--- src/hdl/gas_sensor_qualifier_averager_defines.svh ---
// Assertion helpers shared by the qualifier/averager modules.
// Every check is clocked on clk and masked while rst_n is low.
`ifndef GAS_SENSOR_QUALIFIER_AVERAGER_DEFINES_SVH
`define GAS_SENSOR_QUALIFIER_AVERAGER_DEFINES_SVH

// Plain property check.
`define GSQA_ASSERT(label, prop, msg) \
    label: assert property (@(posedge clk) disable iff (!rst_n) (prop)) else $error(msg);

// Same-cycle implication.
`define GSQA_ASSERT_IMP(label, ante, cons, msg) \
    `GSQA_ASSERT(label, (ante) |-> (cons), msg)

`endif

--- src/hdl/gsqa_pkg.sv ---
`timescale 1ns / 1ps
`default_nettype none

package gsqa_pkg;

    // Ring length default
    localparam int WINDOW_SIZE_DEF = 10;

    // Register file
    localparam int ADDR_W = 5;
    localparam int DATA_W = 32;

    localparam logic [15:0] MIN_PPM_RST     = 16'd300;
    localparam logic [15:0] MAX_PPM_RST     = 16'd5000;
    localparam logic [3:0]  FAIL_LIMIT_RST  = 4'd5;
    localparam logic [31:0] RECOVERY_RST    = 32'd600000;
    localparam logic [31:0] WARMUP_RST      = 32'd180000;

    // Failure counter saturation point
    localparam logic [3:0]  FAIL_SAT        = 4'd15;

    // Request queue depth between front and back
    localparam int QUEUE_DEPTH = 2;

    typedef enum logic [2:0] {
        REG_MIN_PPM    = 3'd0,
        REG_MAX_PPM    = 3'd1,
        REG_FAIL_LIMIT = 3'd2,
        REG_RECOVERY   = 3'd3,
        REG_WARMUP     = 3'd4
    } reg_idx_t;

    typedef struct packed {
        logic [15:0] min_valid_ppm;
        logic [15:0] max_valid_ppm;
        logic [3:0]  fail_limit;
        logic [31:0] recovery_interval_ms;
        logic [31:0] warmup_ms;
    } cfg_t;

    typedef struct packed {
        logic               action;
        logic [31:0]        now_ms;
        logic [15:0]        gas_reading;
        logic signed [7:0]  sensor_temperature;
    } item_t;

    typedef struct packed {
        logic [15:0]        average_ppm;
        logic signed [7:0]  temperature_out;
        logic               sensor_enabled;
        logic               warmed_up;
        logic [3:0]         failure_count;
        logic               reading_used;
    } result_t;

    // Classified request as held in the queue
    typedef struct packed {
        logic               is_reset;
        logic [31:0]        now_ms;
        logic [15:0]        gas_reading;
        logic signed [7:0]  temperature;
        logic               in_window;
        logic               past_warmup;
    } cls_t;

endpackage

`default_nettype wire

--- src/hdl/gsqa_ram.sv ---
`timescale 1ns / 1ps
`default_nettype none

module gsqa_ram #(
    parameter int WIDTH = 16,
    parameter int DEPTH = 10,
    localparam int AW   = (DEPTH > 1) ? $clog2(DEPTH) : 1
) (
    input  wire logic             clk,
    input  wire logic             we,
    input  wire logic [AW-1:0]    waddr,
    input  wire logic [WIDTH-1:0] wdata,
    input  wire logic [AW-1:0]    raddr,
    output logic      [WIDTH-1:0] rdata
);

    logic [WIDTH-1:0] mem_reg [DEPTH];
    logic [WIDTH-1:0] rdata_reg;

    always_ff @(posedge clk)
    begin
        if (we)
        begin
            mem_reg[waddr] <= wdata;
        end
        rdata_reg <= mem_reg[raddr];
    end

    assign rdata = rdata_reg;

endmodule

`default_nettype wire

--- src/hdl/gsqa_front.sv ---
`timescale 1ns / 1ps
`default_nettype none

`include "gas_sensor_qualifier_averager_defines.svh"

module gsqa_front
    import gsqa_pkg::*;
(
    input  wire logic  clk,
    input  wire logic  rst_n,
    input  wire cfg_t  cfg,
    input  wire logic  item_valid,
    output logic       item_stall,
    input  wire item_t item,
    input  wire logic  pop,
    output logic       head_valid,
    output cls_t       head
);

    localparam int PTR_W = $clog2(QUEUE_DEPTH);
    localparam int CNT_W = $clog2(QUEUE_DEPTH + 1);

    cls_t             q_reg [QUEUE_DEPTH];
    logic [PTR_W-1:0] wr_ptr_reg, wr_ptr_next;
    logic [PTR_W-1:0] rd_ptr_reg, rd_ptr_next;
    logic [CNT_W-1:0] cnt_reg, cnt_next;
    logic             push;
    cls_t             entry;

    // classify against the window and warm-up time while config is stable
    always_comb
    begin
        entry.is_reset    = item.action;
        entry.now_ms      = item.now_ms;
        entry.gas_reading = item.gas_reading;
        entry.temperature = item.sensor_temperature;
        entry.in_window   = (item.gas_reading >= cfg.min_valid_ppm) &&
                            (item.gas_reading <= cfg.max_valid_ppm);
        entry.past_warmup = item.now_ms > cfg.warmup_ms;
    end

    assign item_stall = (cnt_reg == CNT_W'(QUEUE_DEPTH));
    assign push       = item_valid && !item_stall;
    assign head_valid = (cnt_reg != '0);
    assign head       = q_reg[rd_ptr_reg];

    always_comb
    begin
        wr_ptr_next = wr_ptr_reg;
        rd_ptr_next = rd_ptr_reg;
        cnt_next    = cnt_reg;
        if (push)
        begin
            wr_ptr_next = (wr_ptr_reg == PTR_W'(QUEUE_DEPTH - 1)) ? '0 : wr_ptr_reg + PTR_W'(1);
        end
        if (pop)
        begin
            rd_ptr_next = (rd_ptr_reg == PTR_W'(QUEUE_DEPTH - 1)) ? '0 : rd_ptr_reg + PTR_W'(1);
        end
        if (push && !pop)
        begin
            cnt_next = cnt_reg + CNT_W'(1);
        end
        else if (pop && !push)
        begin
            cnt_next = cnt_reg - CNT_W'(1);
        end
    end

    always_ff @(posedge clk or negedge rst_n)
    begin
        if (!rst_n)
        begin
            wr_ptr_reg <= '0;
            rd_ptr_reg <= '0;
            cnt_reg    <= '0;
        end
        else
        begin
            wr_ptr_reg <= wr_ptr_next;
            rd_ptr_reg <= rd_ptr_next;
            cnt_reg    <= cnt_next;
        end
    end

    always_ff @(posedge clk)
    begin
        if (push)
        begin
            q_reg[wr_ptr_reg] <= entry;
        end
    end

    // back end only takes a request that is there
    `GSQA_ASSERT_IMP(a_pop_needs_entry, pop, cnt_reg != '0, "pop from empty request queue")

endmodule

`default_nettype wire

--- src/hdl/gsqa_back.sv ---
`timescale 1ns / 1ps
`default_nettype none

`include "gas_sensor_qualifier_averager_defines.svh"

module gsqa_back
    import gsqa_pkg::*;
#(
    parameter int WINDOW_SIZE = WINDOW_SIZE_DEF
) (
    input  wire logic clk,
    input  wire logic rst_n,
    input  wire cfg_t cfg,
    input  wire logic head_valid,
    input  wire cls_t head,
    output logic      pop,
    output logic      result_valid,
    input  wire logic result_stall,
    output result_t   result
);

    localparam int IDX_W  = (WINDOW_SIZE > 1) ? $clog2(WINDOW_SIZE) : 1;
    localparam int CNT_W  = $clog2(WINDOW_SIZE + 1);
    localparam int SUM_W  = 16 + CNT_W;
    localparam int STEP_W = $clog2(SUM_W);

    typedef enum logic [3:0] {
        ST_IDLE = 4'b0001,
        ST_SUM  = 4'b0010,
        ST_DIV  = 4'b0100,
        ST_OUT  = 4'b1000
    } state_t;

    state_t             state_reg, state_next;
    logic [IDX_W-1:0]   ring_idx_reg, ring_idx_next;
    logic               ring_full_reg, ring_full_next;
    logic               enabled_reg, enabled_next;
    logic               warm_reg, warm_next;
    logic [3:0]         fail_cnt_reg, fail_cnt_next;
    logic [31:0]        last_tick_reg, last_tick_next;
    logic [15:0]        avg_reg, avg_next;
    logic signed [7:0]  temp_reg, temp_next;
    logic               rd_pend_reg, rd_pend_next;
    logic               result_valid_reg, result_valid_next;

    logic               used_reg, used_next;
    logic [CNT_W-1:0]   count_reg, count_next;
    logic [CNT_W-1:0]   rd_addr_reg, rd_addr_next;
    logic [SUM_W-1:0]   acc_reg, acc_next;
    logic [CNT_W-1:0]   rem_reg, rem_next;
    logic [SUM_W-1:0]   quo_reg, quo_next;
    logic [STEP_W-1:0]  step_reg, step_next;
    result_t            result_reg, result_next;

    logic               ram_we;
    logic [15:0]        ram_rdata;
    logic [31:0]        elapsed;
    logic               tick;
    logic [3:0]         fail_inc;
    logic               idx_wrap;
    logic               issue;
    logic [CNT_W:0]     shifted;
    logic [CNT_W:0]     diff;
    logic               ge;

    gsqa_ram #(
        .WIDTH (16),
        .DEPTH (WINDOW_SIZE)
    ) u_ring (
        .clk   (clk),
        .we    (ram_we),
        .waddr (ring_idx_reg),
        .wdata (head.gas_reading),
        .raddr (rd_addr_reg[IDX_W-1:0]),
        .rdata (ram_rdata)
    );

    assign elapsed  = head.now_ms - last_tick_reg;
    assign tick     = elapsed >= cfg.recovery_interval_ms;
    assign fail_inc = (fail_cnt_reg != FAIL_SAT) ? fail_cnt_reg + 4'd1 : fail_cnt_reg;
    assign idx_wrap = (ring_idx_reg == IDX_W'(WINDOW_SIZE - 1));
    assign issue    = (rd_addr_reg != count_reg);

    // one restoring division step per cycle
    assign shifted  = {rem_reg, quo_reg[SUM_W-1]};
    assign diff     = shifted - {1'b0, count_reg};
    assign ge       = (shifted >= {1'b0, count_reg});

    always_comb
    begin
        state_next        = state_reg;
        ring_idx_next     = ring_idx_reg;
        ring_full_next    = ring_full_reg;
        enabled_next      = enabled_reg;
        warm_next         = warm_reg;
        fail_cnt_next     = fail_cnt_reg;
        last_tick_next    = last_tick_reg;
        avg_next          = avg_reg;
        temp_next         = temp_reg;
        rd_pend_next      = 1'b0;
        result_valid_next = result_valid_reg && result_stall;
        used_next         = used_reg;
        count_next        = count_reg;
        rd_addr_next      = rd_addr_reg;
        acc_next          = acc_reg;
        rem_next          = rem_reg;
        quo_next          = quo_reg;
        step_next         = step_reg;
        result_next       = result_reg;
        ram_we            = 1'b0;
        pop               = 1'b0;

        case (state_reg)
            ST_IDLE:
            begin
                if (head_valid)
                begin
                    pop = 1'b1;
                    state_next = ST_OUT;
                    used_next  = 1'b0;
                    if (head.is_reset)
                    begin
                        fail_cnt_next  = '0;
                        enabled_next   = 1'b1;
                        ring_full_next = 1'b0;
                        ring_idx_next  = '0;
                    end
                    else
                    begin
                        if (tick)
                        begin
                            last_tick_next = head.now_ms;
                        end
                        if (enabled_reg || tick)
                        begin
                            used_next = 1'b1;
                            if (!head.in_window)
                            begin
                                // failure only counts while enabled
                                if (enabled_reg)
                                begin
                                    fail_cnt_next = fail_inc;
                                    if (fail_inc >= cfg.fail_limit)
                                    begin
                                        enabled_next = 1'b0;
                                    end
                                end
                            end
                            else
                            begin
                                enabled_next  = 1'b1;
                                fail_cnt_next = '0;
                                warm_next     = warm_reg || head.past_warmup;
                                temp_next     = head.temperature;
                                ram_we        = 1'b1;
                                ring_idx_next = idx_wrap ? '0 : ring_idx_reg + IDX_W'(1);
                                ring_full_next = ring_full_reg || idx_wrap;
                                count_next    = (ring_full_reg || idx_wrap) ?
                                                CNT_W'(WINDOW_SIZE) :
                                                CNT_W'(ring_idx_reg) + CNT_W'(1);
                                rd_addr_next  = '0;
                                acc_next      = '0;
                                state_next    = ST_SUM;
                            end
                        end
                    end
                end
            end

            ST_SUM:
            begin
                if (issue)
                begin
                    rd_addr_next = rd_addr_reg + CNT_W'(1);
                end
                rd_pend_next = issue;
                if (rd_pend_reg)
                begin
                    acc_next = acc_reg + SUM_W'(ram_rdata);
                end
                if (!issue && !rd_pend_reg)
                begin
                    rem_next   = '0;
                    quo_next   = acc_reg;
                    step_next  = STEP_W'(SUM_W - 1);
                    state_next = ST_DIV;
                end
            end

            ST_DIV:
            begin
                rem_next  = ge ? diff[CNT_W-1:0] : shifted[CNT_W-1:0];
                quo_next  = {quo_reg[SUM_W-2:0], ge};
                step_next = step_reg - STEP_W'(1);
                if (step_reg == '0)
                begin
                    avg_next   = quo_next[15:0];
                    state_next = ST_OUT;
                end
            end

            ST_OUT:
            begin
                if (!result_valid_reg || !result_stall)
                begin
                    result_next.average_ppm     = avg_reg;
                    result_next.temperature_out = temp_reg;
                    result_next.sensor_enabled  = enabled_reg;
                    result_next.warmed_up       = warm_reg;
                    result_next.failure_count   = fail_cnt_reg;
                    result_next.reading_used    = used_reg;
                    result_valid_next           = 1'b1;
                    state_next                  = ST_IDLE;
                end
            end

            default:
            begin
                state_next = ST_IDLE;
            end
        endcase
    end

    always_ff @(posedge clk or negedge rst_n)
    begin
        if (!rst_n)
        begin
            state_reg        <= ST_IDLE;
            ring_idx_reg     <= '0;
            ring_full_reg    <= 1'b0;
            enabled_reg      <= 1'b1;
            warm_reg         <= 1'b0;
            fail_cnt_reg     <= '0;
            last_tick_reg    <= '0;
            avg_reg          <= '0;
            temp_reg         <= '0;
            rd_pend_reg      <= 1'b0;
            result_valid_reg <= 1'b0;
        end
        else
        begin
            state_reg        <= state_next;
            ring_idx_reg     <= ring_idx_next;
            ring_full_reg    <= ring_full_next;
            enabled_reg      <= enabled_next;
            warm_reg         <= warm_next;
            fail_cnt_reg     <= fail_cnt_next;
            last_tick_reg    <= last_tick_next;
            avg_reg          <= avg_next;
            temp_reg         <= temp_next;
            rd_pend_reg      <= rd_pend_next;
            result_valid_reg <= result_valid_next;
        end
    end

    always_ff @(posedge clk)
    begin
        used_reg    <= used_next;
        count_reg   <= count_next;
        rd_addr_reg <= rd_addr_next;
        acc_reg     <= acc_next;
        rem_reg     <= rem_next;
        quo_reg     <= quo_next;
        step_reg    <= step_next;
        result_reg  <= result_next;
    end

    assign result_valid = result_valid_reg;
    assign result       = result_reg;

    // divisor is the filled count, never zero nor beyond the ring
    `GSQA_ASSERT_IMP(a_div_count, state_reg == ST_DIV, (count_reg != '0) && (count_reg <= CNT_W'(WINDOW_SIZE)), "bad divisor")
    // ring reads drained before the next request
    `GSQA_ASSERT_IMP(a_idle_drained, state_reg == ST_IDLE, !rd_pend_reg, "ring read pending in idle")
    // the sensor is only ever disabled by a counted failure
    `GSQA_ASSERT_IMP(a_disable_counted, !enabled_reg, fail_cnt_reg != '0, "disabled with no failures")

endmodule

`default_nettype wire

--- src/hdl/gas_sensor_qualifier_averager.sv ---
// Flow: a request without a good reading (reset requests too) passes the back end's idle and
// output states into the result register; a good reading also passes the sum state (count
// ring reads through the registered RAM read, count = filled ring entries) and a 20-step
// one-bit-per-cycle divider. The back end is busy until its result is registered; 2-entry queue.
// Reset (rst_n, async, active low) restores the register defaults, enables the sensor and
// empties the ring; the ring RAM itself is not cleared, only its fill count.
`timescale 1ns / 1ps
`default_nettype none

module gas_sensor_qualifier_averager
    import gsqa_pkg::*;
#(
    parameter int WINDOW_SIZE = WINDOW_SIZE_DEF
) (
    input  wire logic              clk,
    input  wire logic              rst_n,

    // request channel
    input  wire logic              item_valid,
    output logic                   item_stall,
    input  wire item_t             item,

    // result channel
    output logic                   result_valid,
    input  wire logic              result_stall,
    output result_t                result,

    // register port
    input  wire logic              psel,
    input  wire logic              penable,
    input  wire logic              pwrite,
    input  wire logic [ADDR_W-1:0] paddr,
    input  wire logic [DATA_W-1:0] pwdata,
    output logic      [DATA_W-1:0] prdata,
    output logic                   pready
);

    // Register map, one 32-bit word each:
    //   0x00 min_valid_ppm, 0x04 max_valid_ppm, 0x08 fail_limit,
    //   0x0C recovery_interval_ms, 0x10 warmup_ms.
    // Writes outside the map are dropped and read back as zero.

    cfg_t     cfg_reg;
    reg_idx_t reg_sel;
    logic     cfg_wr;
    logic     head_valid;
    cls_t     head;
    logic     pop;

    assign pready  = 1'b1;
    assign reg_sel = reg_idx_t'(paddr[ADDR_W-1:2]);
    assign cfg_wr  = psel && penable && pwrite;

    always_ff @(posedge clk or negedge rst_n)
    begin
        if (!rst_n)
        begin
            cfg_reg.min_valid_ppm        <= MIN_PPM_RST;
            cfg_reg.max_valid_ppm        <= MAX_PPM_RST;
            cfg_reg.fail_limit           <= FAIL_LIMIT_RST;
            cfg_reg.recovery_interval_ms <= RECOVERY_RST;
            cfg_reg.warmup_ms            <= WARMUP_RST;
        end
        else if (cfg_wr)
        begin
            case (reg_sel)
                REG_MIN_PPM:    cfg_reg.min_valid_ppm        <= pwdata[15:0];
                REG_MAX_PPM:    cfg_reg.max_valid_ppm        <= pwdata[15:0];
                REG_FAIL_LIMIT: cfg_reg.fail_limit           <= pwdata[3:0];
                REG_RECOVERY:   cfg_reg.recovery_interval_ms <= pwdata;
                REG_WARMUP:     cfg_reg.warmup_ms            <= pwdata;
                default:        ;
            endcase
        end
    end

    always_comb
    begin
        case (reg_sel)
            REG_MIN_PPM:    prdata = {16'd0, cfg_reg.min_valid_ppm};
            REG_MAX_PPM:    prdata = {16'd0, cfg_reg.max_valid_ppm};
            REG_FAIL_LIMIT: prdata = {28'd0, cfg_reg.fail_limit};
            REG_RECOVERY:   prdata = cfg_reg.recovery_interval_ms;
            REG_WARMUP:     prdata = cfg_reg.warmup_ms;
            default:        prdata = '0;
        endcase
    end

    // front: takes requests, checks the reading window and warm-up time, queues them
    gsqa_front u_front (
        .clk        (clk),
        .rst_n      (rst_n),
        .cfg        (cfg_reg),
        .item_valid (item_valid),
        .item_stall (item_stall),
        .item       (item),
        .pop        (pop),
        .head_valid (head_valid),
        .head       (head)
    );

    // back: sensor state, ring, averaging and the result register
    gsqa_back #(
        .WINDOW_SIZE (WINDOW_SIZE)
    ) u_back (
        .clk          (clk),
        .rst_n        (rst_n),
        .cfg          (cfg_reg),
        .head_valid   (head_valid),
        .head         (head),
        .pop          (pop),
        .result_valid (result_valid),
        .result_stall (result_stall),
        .result       (result)
    );

endmodule

`default_nettype wire

--- config.mk ---
export PLATFORM = sky130hd
export DESIGN_NAME = gas_sensor_qualifier_averager
export DESIGN_NICKNAME = d
export VERILOG_FILES = /design/src/hdl/gsqa_pkg.sv /design/src/hdl/gsqa_ram.sv /design/src/hdl/gsqa_front.sv /design/src/hdl/gsqa_back.sv /design/src/hdl/gas_sensor_qualifier_averager.sv
export VERILOG_INCLUDE_DIRS = /design/src /design/src/hdl
export SDC_FILE = /design/constraint.sdc
export NUM_CORES = 1
export LEC_CHECK = 0
export BUFFER_PORTS_ARGS = -buffer_cell sky130_fd_sc_hd__clkbuf_2
export CAP_MARGIN = 40
export CORE_MARGIN = 2
export CORE_UTILIZATION = 40
export DETAILED_ROUTE_END_ITERATION = 10
export PLACE_DENSITY = 0.63
export SLEW_MARGIN = 20
export SYNTH_ARGS = -nofsm -noshare
export SYNTH_HDL_FRONTEND = slang
export SYNTH_SLANG_ARGS = --single-unit
export TNS_END_PERCENT = 20
--- constraint.sdc ---
create_clock -name clk -period 15 [get_ports clk]
set_input_delay 4.5 -clock clk [delete_from_list [all_inputs] [get_ports clk]]
set_output_delay 4.5 -clock clk [all_outputs]
set_load 0.01 [all_outputs]
; After elaboration in Yosys (flattened, before gate mapping)
; Memory sizes are Yosys's and may differ from the RTL's. A register that Yosys moved wholly into a read port is not among the register bits.
; Cells that the tools add are included.
[word_totals]
elab_cells = 182
out_inout_bits = 66
mem_bits_rw = 278
memories = 2
reg_bits = 266
inputBits = 101
[classes]
n_lt_le_gt_ge = 6
eq_ne = 21
add_sub_neg = 11
bitwise_logic = 1
n_mux = 64
reduce_logical = 45
[memory_table]
columns = memory, depth, width, read_ports, rd_ports_with_merged_regs, wr, line_no
row1 = u_back.u_ring.mem_reg, 10, 16, 1, 1, 1, gsqa_ram.sv:17  ; logic [WIDTH-1:0] mem_reg [DEPTH];
row2 = u_front.q_reg, 2, 59, 1, 0, 1, gsqa_front.sv:23  ; cls_t q_reg [QUEUE_DEPTH];
[op_table]
columns = cell, n
row1 = 32-bit one-hot mux with 5 select lines, 1
row2 = 20-bit 2-to-1 mux, 6
row3 = 4-bit 2-to-1 mux, 23
row4 = 20-bit one-hot mux with 2 select lines, 2
row5 = 32-bit greater-or-equal comparator, 1
row6 = 32-bit greater-than comparator, 1
row7 = 32-bit subtractor, 1
row8 = 1-bit 2-to-1 mux, 25
row9 = 20-bit by 16-bit adder with 20-bit output, 1
row10 = 2-bit AND reduction, 9
row11 = 16-bit greater-or-equal comparator, 1
row12 = 16-bit <= comparator, 1
row13 = 4-bit one-hot mux with 2 select lines, 2
row14 = 4-bit one-hot mux with 4 select lines, 1
row15 = 4-bit AND reduction, 4
row16 = "2-bit by 1-bit inequality test with 1-bit output, second input constant", 7
row17 = "4-bit by 1-bit adder with 4-bit output, second input constant", 3
row18 = 6-bit AND reduction, 2
row19 = 2-bit nonzero test, 6
row20 = 5-bit one-hot mux with 2 select lines, 1
row21 = "4-bit equality test, second input constant", 2
row22 = 1-bit logical AND, 8
row23 = 1-bit zero test, 7
row24 = "3-bit by 2-bit equality test with 1-bit output, second input constant", 2
row25 = 25 further kinds, 31

; Depth between registers and ports, before layout
; An unclocked memory read counts as a cell.
[depth]
ltp_word = 10
depth_mapped = 26
ltp_nobuf = 23

; Hierarchy
; A second synthesis with hierarchy kept.
[hier_totals]
cells_unflattened = 2052
hier_area_um2 = 27154.8
[modules_own_cells]
columns = module, seq_area_each_um2, area_per_inst_um2, cells_per_inst, n_inst
row1 = gsqa_back, 4501.8, 9830.7, 947, 1
row2 = gsqa_ram, 5124.9, 6712.7, 358, 1
row3 = gsqa_front, 3643.5, 6019.5, 425, 1
row4 = gas_sensor_qualifier_averager, 2537.4, 4591.9, 322, 1

; Worst setup path before layout
; No wires, ideal clock.
[synth_timing]
path_kind = input-to-output
from = input paddr[2]
to = output prdata[21]
n_path_buf = 4
t_required_ns = 10.500
slack_ns = 4.682
cell_stages = 8
t_arrival_ns = 5.818
path_cell_list = clkbuf_1 nor2b_1 clkbuf_1 nor2b_1 clkbuf_1 clkbuf_1 nand2_1 o21ai_0
[synth_between]
elab_chain_cells = 2
elab_cells_between_ends = 6
[synth_lines]
columns = element, line_no
row1 = from (decl), gas_sensor_qualifier_averager.sv:32  ; input wire logic [ADDR_W-1:0] paddr,
row2 = 3-bit equality test (tied with other cells), gas_sensor_qualifier_averager.sv:79  ; case (reg_sel)
row3 = 32-bit one-hot mux with 5 select lines (*), gas_sensor_qualifier_averager.sv:79
row4 = to (decl), gas_sensor_qualifier_averager.sv:34  ; output logic [DATA_W-1:0] prdata,
; Mark *: on every way between the ends. The rest lies on a longest branch, timed or not.

; Final worst setup path
[layout_timing]
from = input paddr[2]
to = output prdata[23]
; The elaborated chain is that of the path after synthesis.

==> metrics <==
Starting DRT DRC Count 908; Main synth FF type edfxtp_1; chip width 260 um; hold_buf cts 0; Port Buffer Count 163; Synth Area in Simple Gates 7.91%; Setup crit start kind input port; RSZ-0062 raised after global routing false; Crit-path slowest cell nor2b_1; vias in the first global route 16615; Wirelength per Cell 18.5 um; syn nets 2329; full die area 0.0679 mm^2; status finished, final reports clean; cell family with most CP delay buffers and inverters; synth warn 0; Post-Layout Cell Count 3165; Sink Count 560; type of the worst min-delay path flip-flop to flip-flop; max incr delay on CP 0.43 ns; Syn Area/Cell 12.7 um^2; Vias/cell 5.20; area of the core 0.0654 mm^2; clk_lat worst skew 0.62 ns; Post-DP HPWL 42.2 mm; post-synthesis xor/xnor area fraction 2.03%; Lkg Pwr 12.4 nW; drt first pass iters 5; total negative slack 0 ns; CP Capture Type output port; RePlAce Congestion 0.891; CTS H-tree lvls 2; worst slew pin tran 0.786 ns; Async SR Flop Fraction 31.6%; # IOs 167; final setup fails 0; synth unique cells 73; clk slew on worst S/H paths 0.06 ns; Tmin final 10.93 ns; largest family of logic cells by synthesized area compound AO/OA/AOI/OAI gates; DRT Wirelength 58.6 mm; final core occ 46.5%; max frequency 91.5 MHz; first-pass GRT wire length 91.8 mm; die outline height 260 um; share of cells above drive strength 1 21.9%; post-synthesis compound-gate area fraction 9.41%; CP bufs+invs 4; Place WS 4.11 ns; worst-path maximum fanout 25; number of synthesized flops with an enable pin 367; Clock Path Buffers 3; Final Skew 0.0174 ns; antenna violations before repair 2; max_cap viols 0; final worst-path cycle share 72.9%; post-synthesis mux area share 9.30%; Slew HR 47.3%; max reg flops 160; Synth Area in Adders 7.84%; max-slew violation count 0; Starting Density 40.2%; final net count 2513; Cell Rows 94; number of buffers created by CTS 58; cts repair resizes 0; Seq/Total Area, Yosys 60.1%; Cell Area, Synth 0.0263 mm^2; Post-Layout Inst Area 0.0304 mm^2; power per cell area 191 mW/mm^2; post-CTS setup repair buffer count 0; Post-DP Area 0.0284 mm^2; crit-path cells clkbuf_2 -> nor2b_1 -> buf_4 -> nor2b_1 -> buf_4 -> nand2_1 -> o21ai_0 -> clkbuf_2; Synth Instances 2065; VDD IR max 132 uV; DRC violations left 0; Fin Hold WS 0.425 ns; GR Util All Layers 17.3%; FF+latch count, synth 560; fillers 5839; CTS tree built; CP Data Arrival Time 6.43 ns; Hold Vio Cnt, Final 0; dpl cells 3049; largest net degree at the start of global routing 71; grt total ovfl 0; P&R area growth vs syn 15.4%; final setup margin 4.07 ns; DRT antenna net count 0; routed via count 16462; Crit Path Category input port to output port; Critical Path RT 10.50 ns; Root Buffer clkbuf_16; total power 5.80 mW
-- cells by family after synthesis --
| kind of cell | Yosys count |
|---|---|
| buffers and inverters | 235 |
| muxes | 190 |
| other | 1 |
| AOI/OAI and AO/OA | 409 |
| and+or+nand+nor | 446 |
| xor gates and xnor gates | 61 |
| DFF | 560 |
| adders and majority gates | 163 |
-- layout by cell type, fill, tap and decap left out, types with 30 or more instances in the layout --
master | synthesis | routed
inv_1 | 157 | 157
mux2i_1 | 42 | 42
nor2_1 | 85 | 83
mux4_2 | 32 | 32
a21oi_1 | 93 | 92
o21ai_0 | 149 | 149
edfxtp_1 | 367 | 367
clkbuf_2 | 1 | 162
clkbuf_16 | 0 | 58
a21o_1 | 52 | 52
nor2b_1 | 35 | 35
nand2_1 | 208 | 207
dfrtp_1 | 147 | 146
xnor2_1 | 35 | 35
mux2_2 | 116 | 116
dfstp_2 | 30 | 30
ha_1 | 160 | 160
-- metal layers --
metal	global-route usage, %	up-vias	routed length (um)
li1	-	7885	-
met1	22.8	8109	25600
met5	0	-	0
met2	29.2	374	29000
met3	2.66	94	2580
met4	5.76	0	1460
-- power breakdown --
part,switching (mW),internal [mW],total [mW]
clock,0.604,0.833,1.44
sequential,0.131,2.04,2.17
combinational,1.26,0.938,2.20
total,1.99,3.81,5.80
-- final cells by class --
class | instances | area [um^2] | area share (%)
diodes | 2 | 5.00 | 0.0165
clock inverters | 25 | 258 | 0.849
flip-flops and latches | 560 | 15800 | 52.0
clock buffers | 85 | 1680 | 5.54
repair buffers | 202 | 1240 | 4.07
multi-input cells | 1270 | 9710 | 32.0
well taps | 864 | 1080 | 3.56
inverters | 157 | 589 | 1.94
-- Yosys cell counts (42+ instances only) --
cell	n	area share (%)
a21o_1	52	1.5
a21oi_1	93	1.8
clkbuf_1	59	0.84
dfrtp_1	147	14
edfxtp_1	367	42
ha_1	160	7.6
inv_1	157	2.2
mux2_2	116	5.0
mux2i_1	42	1.6
nand2_1	208	3.0
nor2_1	85	1.2
o21ai_0	149	2.8
-- final timing paths --
path	from	to	slack [ns]	cells past startpoint
worst min-delay path	u_back.used_reg	u_back.result[0]	0.42	0
worst max-delay path	paddr[2]	prdata[23]	4.07	8
worst max register to register	u_front.rd_ptr_reg	u_back.u_ring.mem_reg[7][2]	7.81	27
max in group asynchronous	rst_n	u_back.last_tick_reg[7]	9.96	2
min in group asynchronous	rst_n	cfg_reg[50]	3.88	1
worst min register to register	u_back.used_reg	u_back.result[0]	0.42	0
No activity file was read; power rests on OpenSTA's default activity.
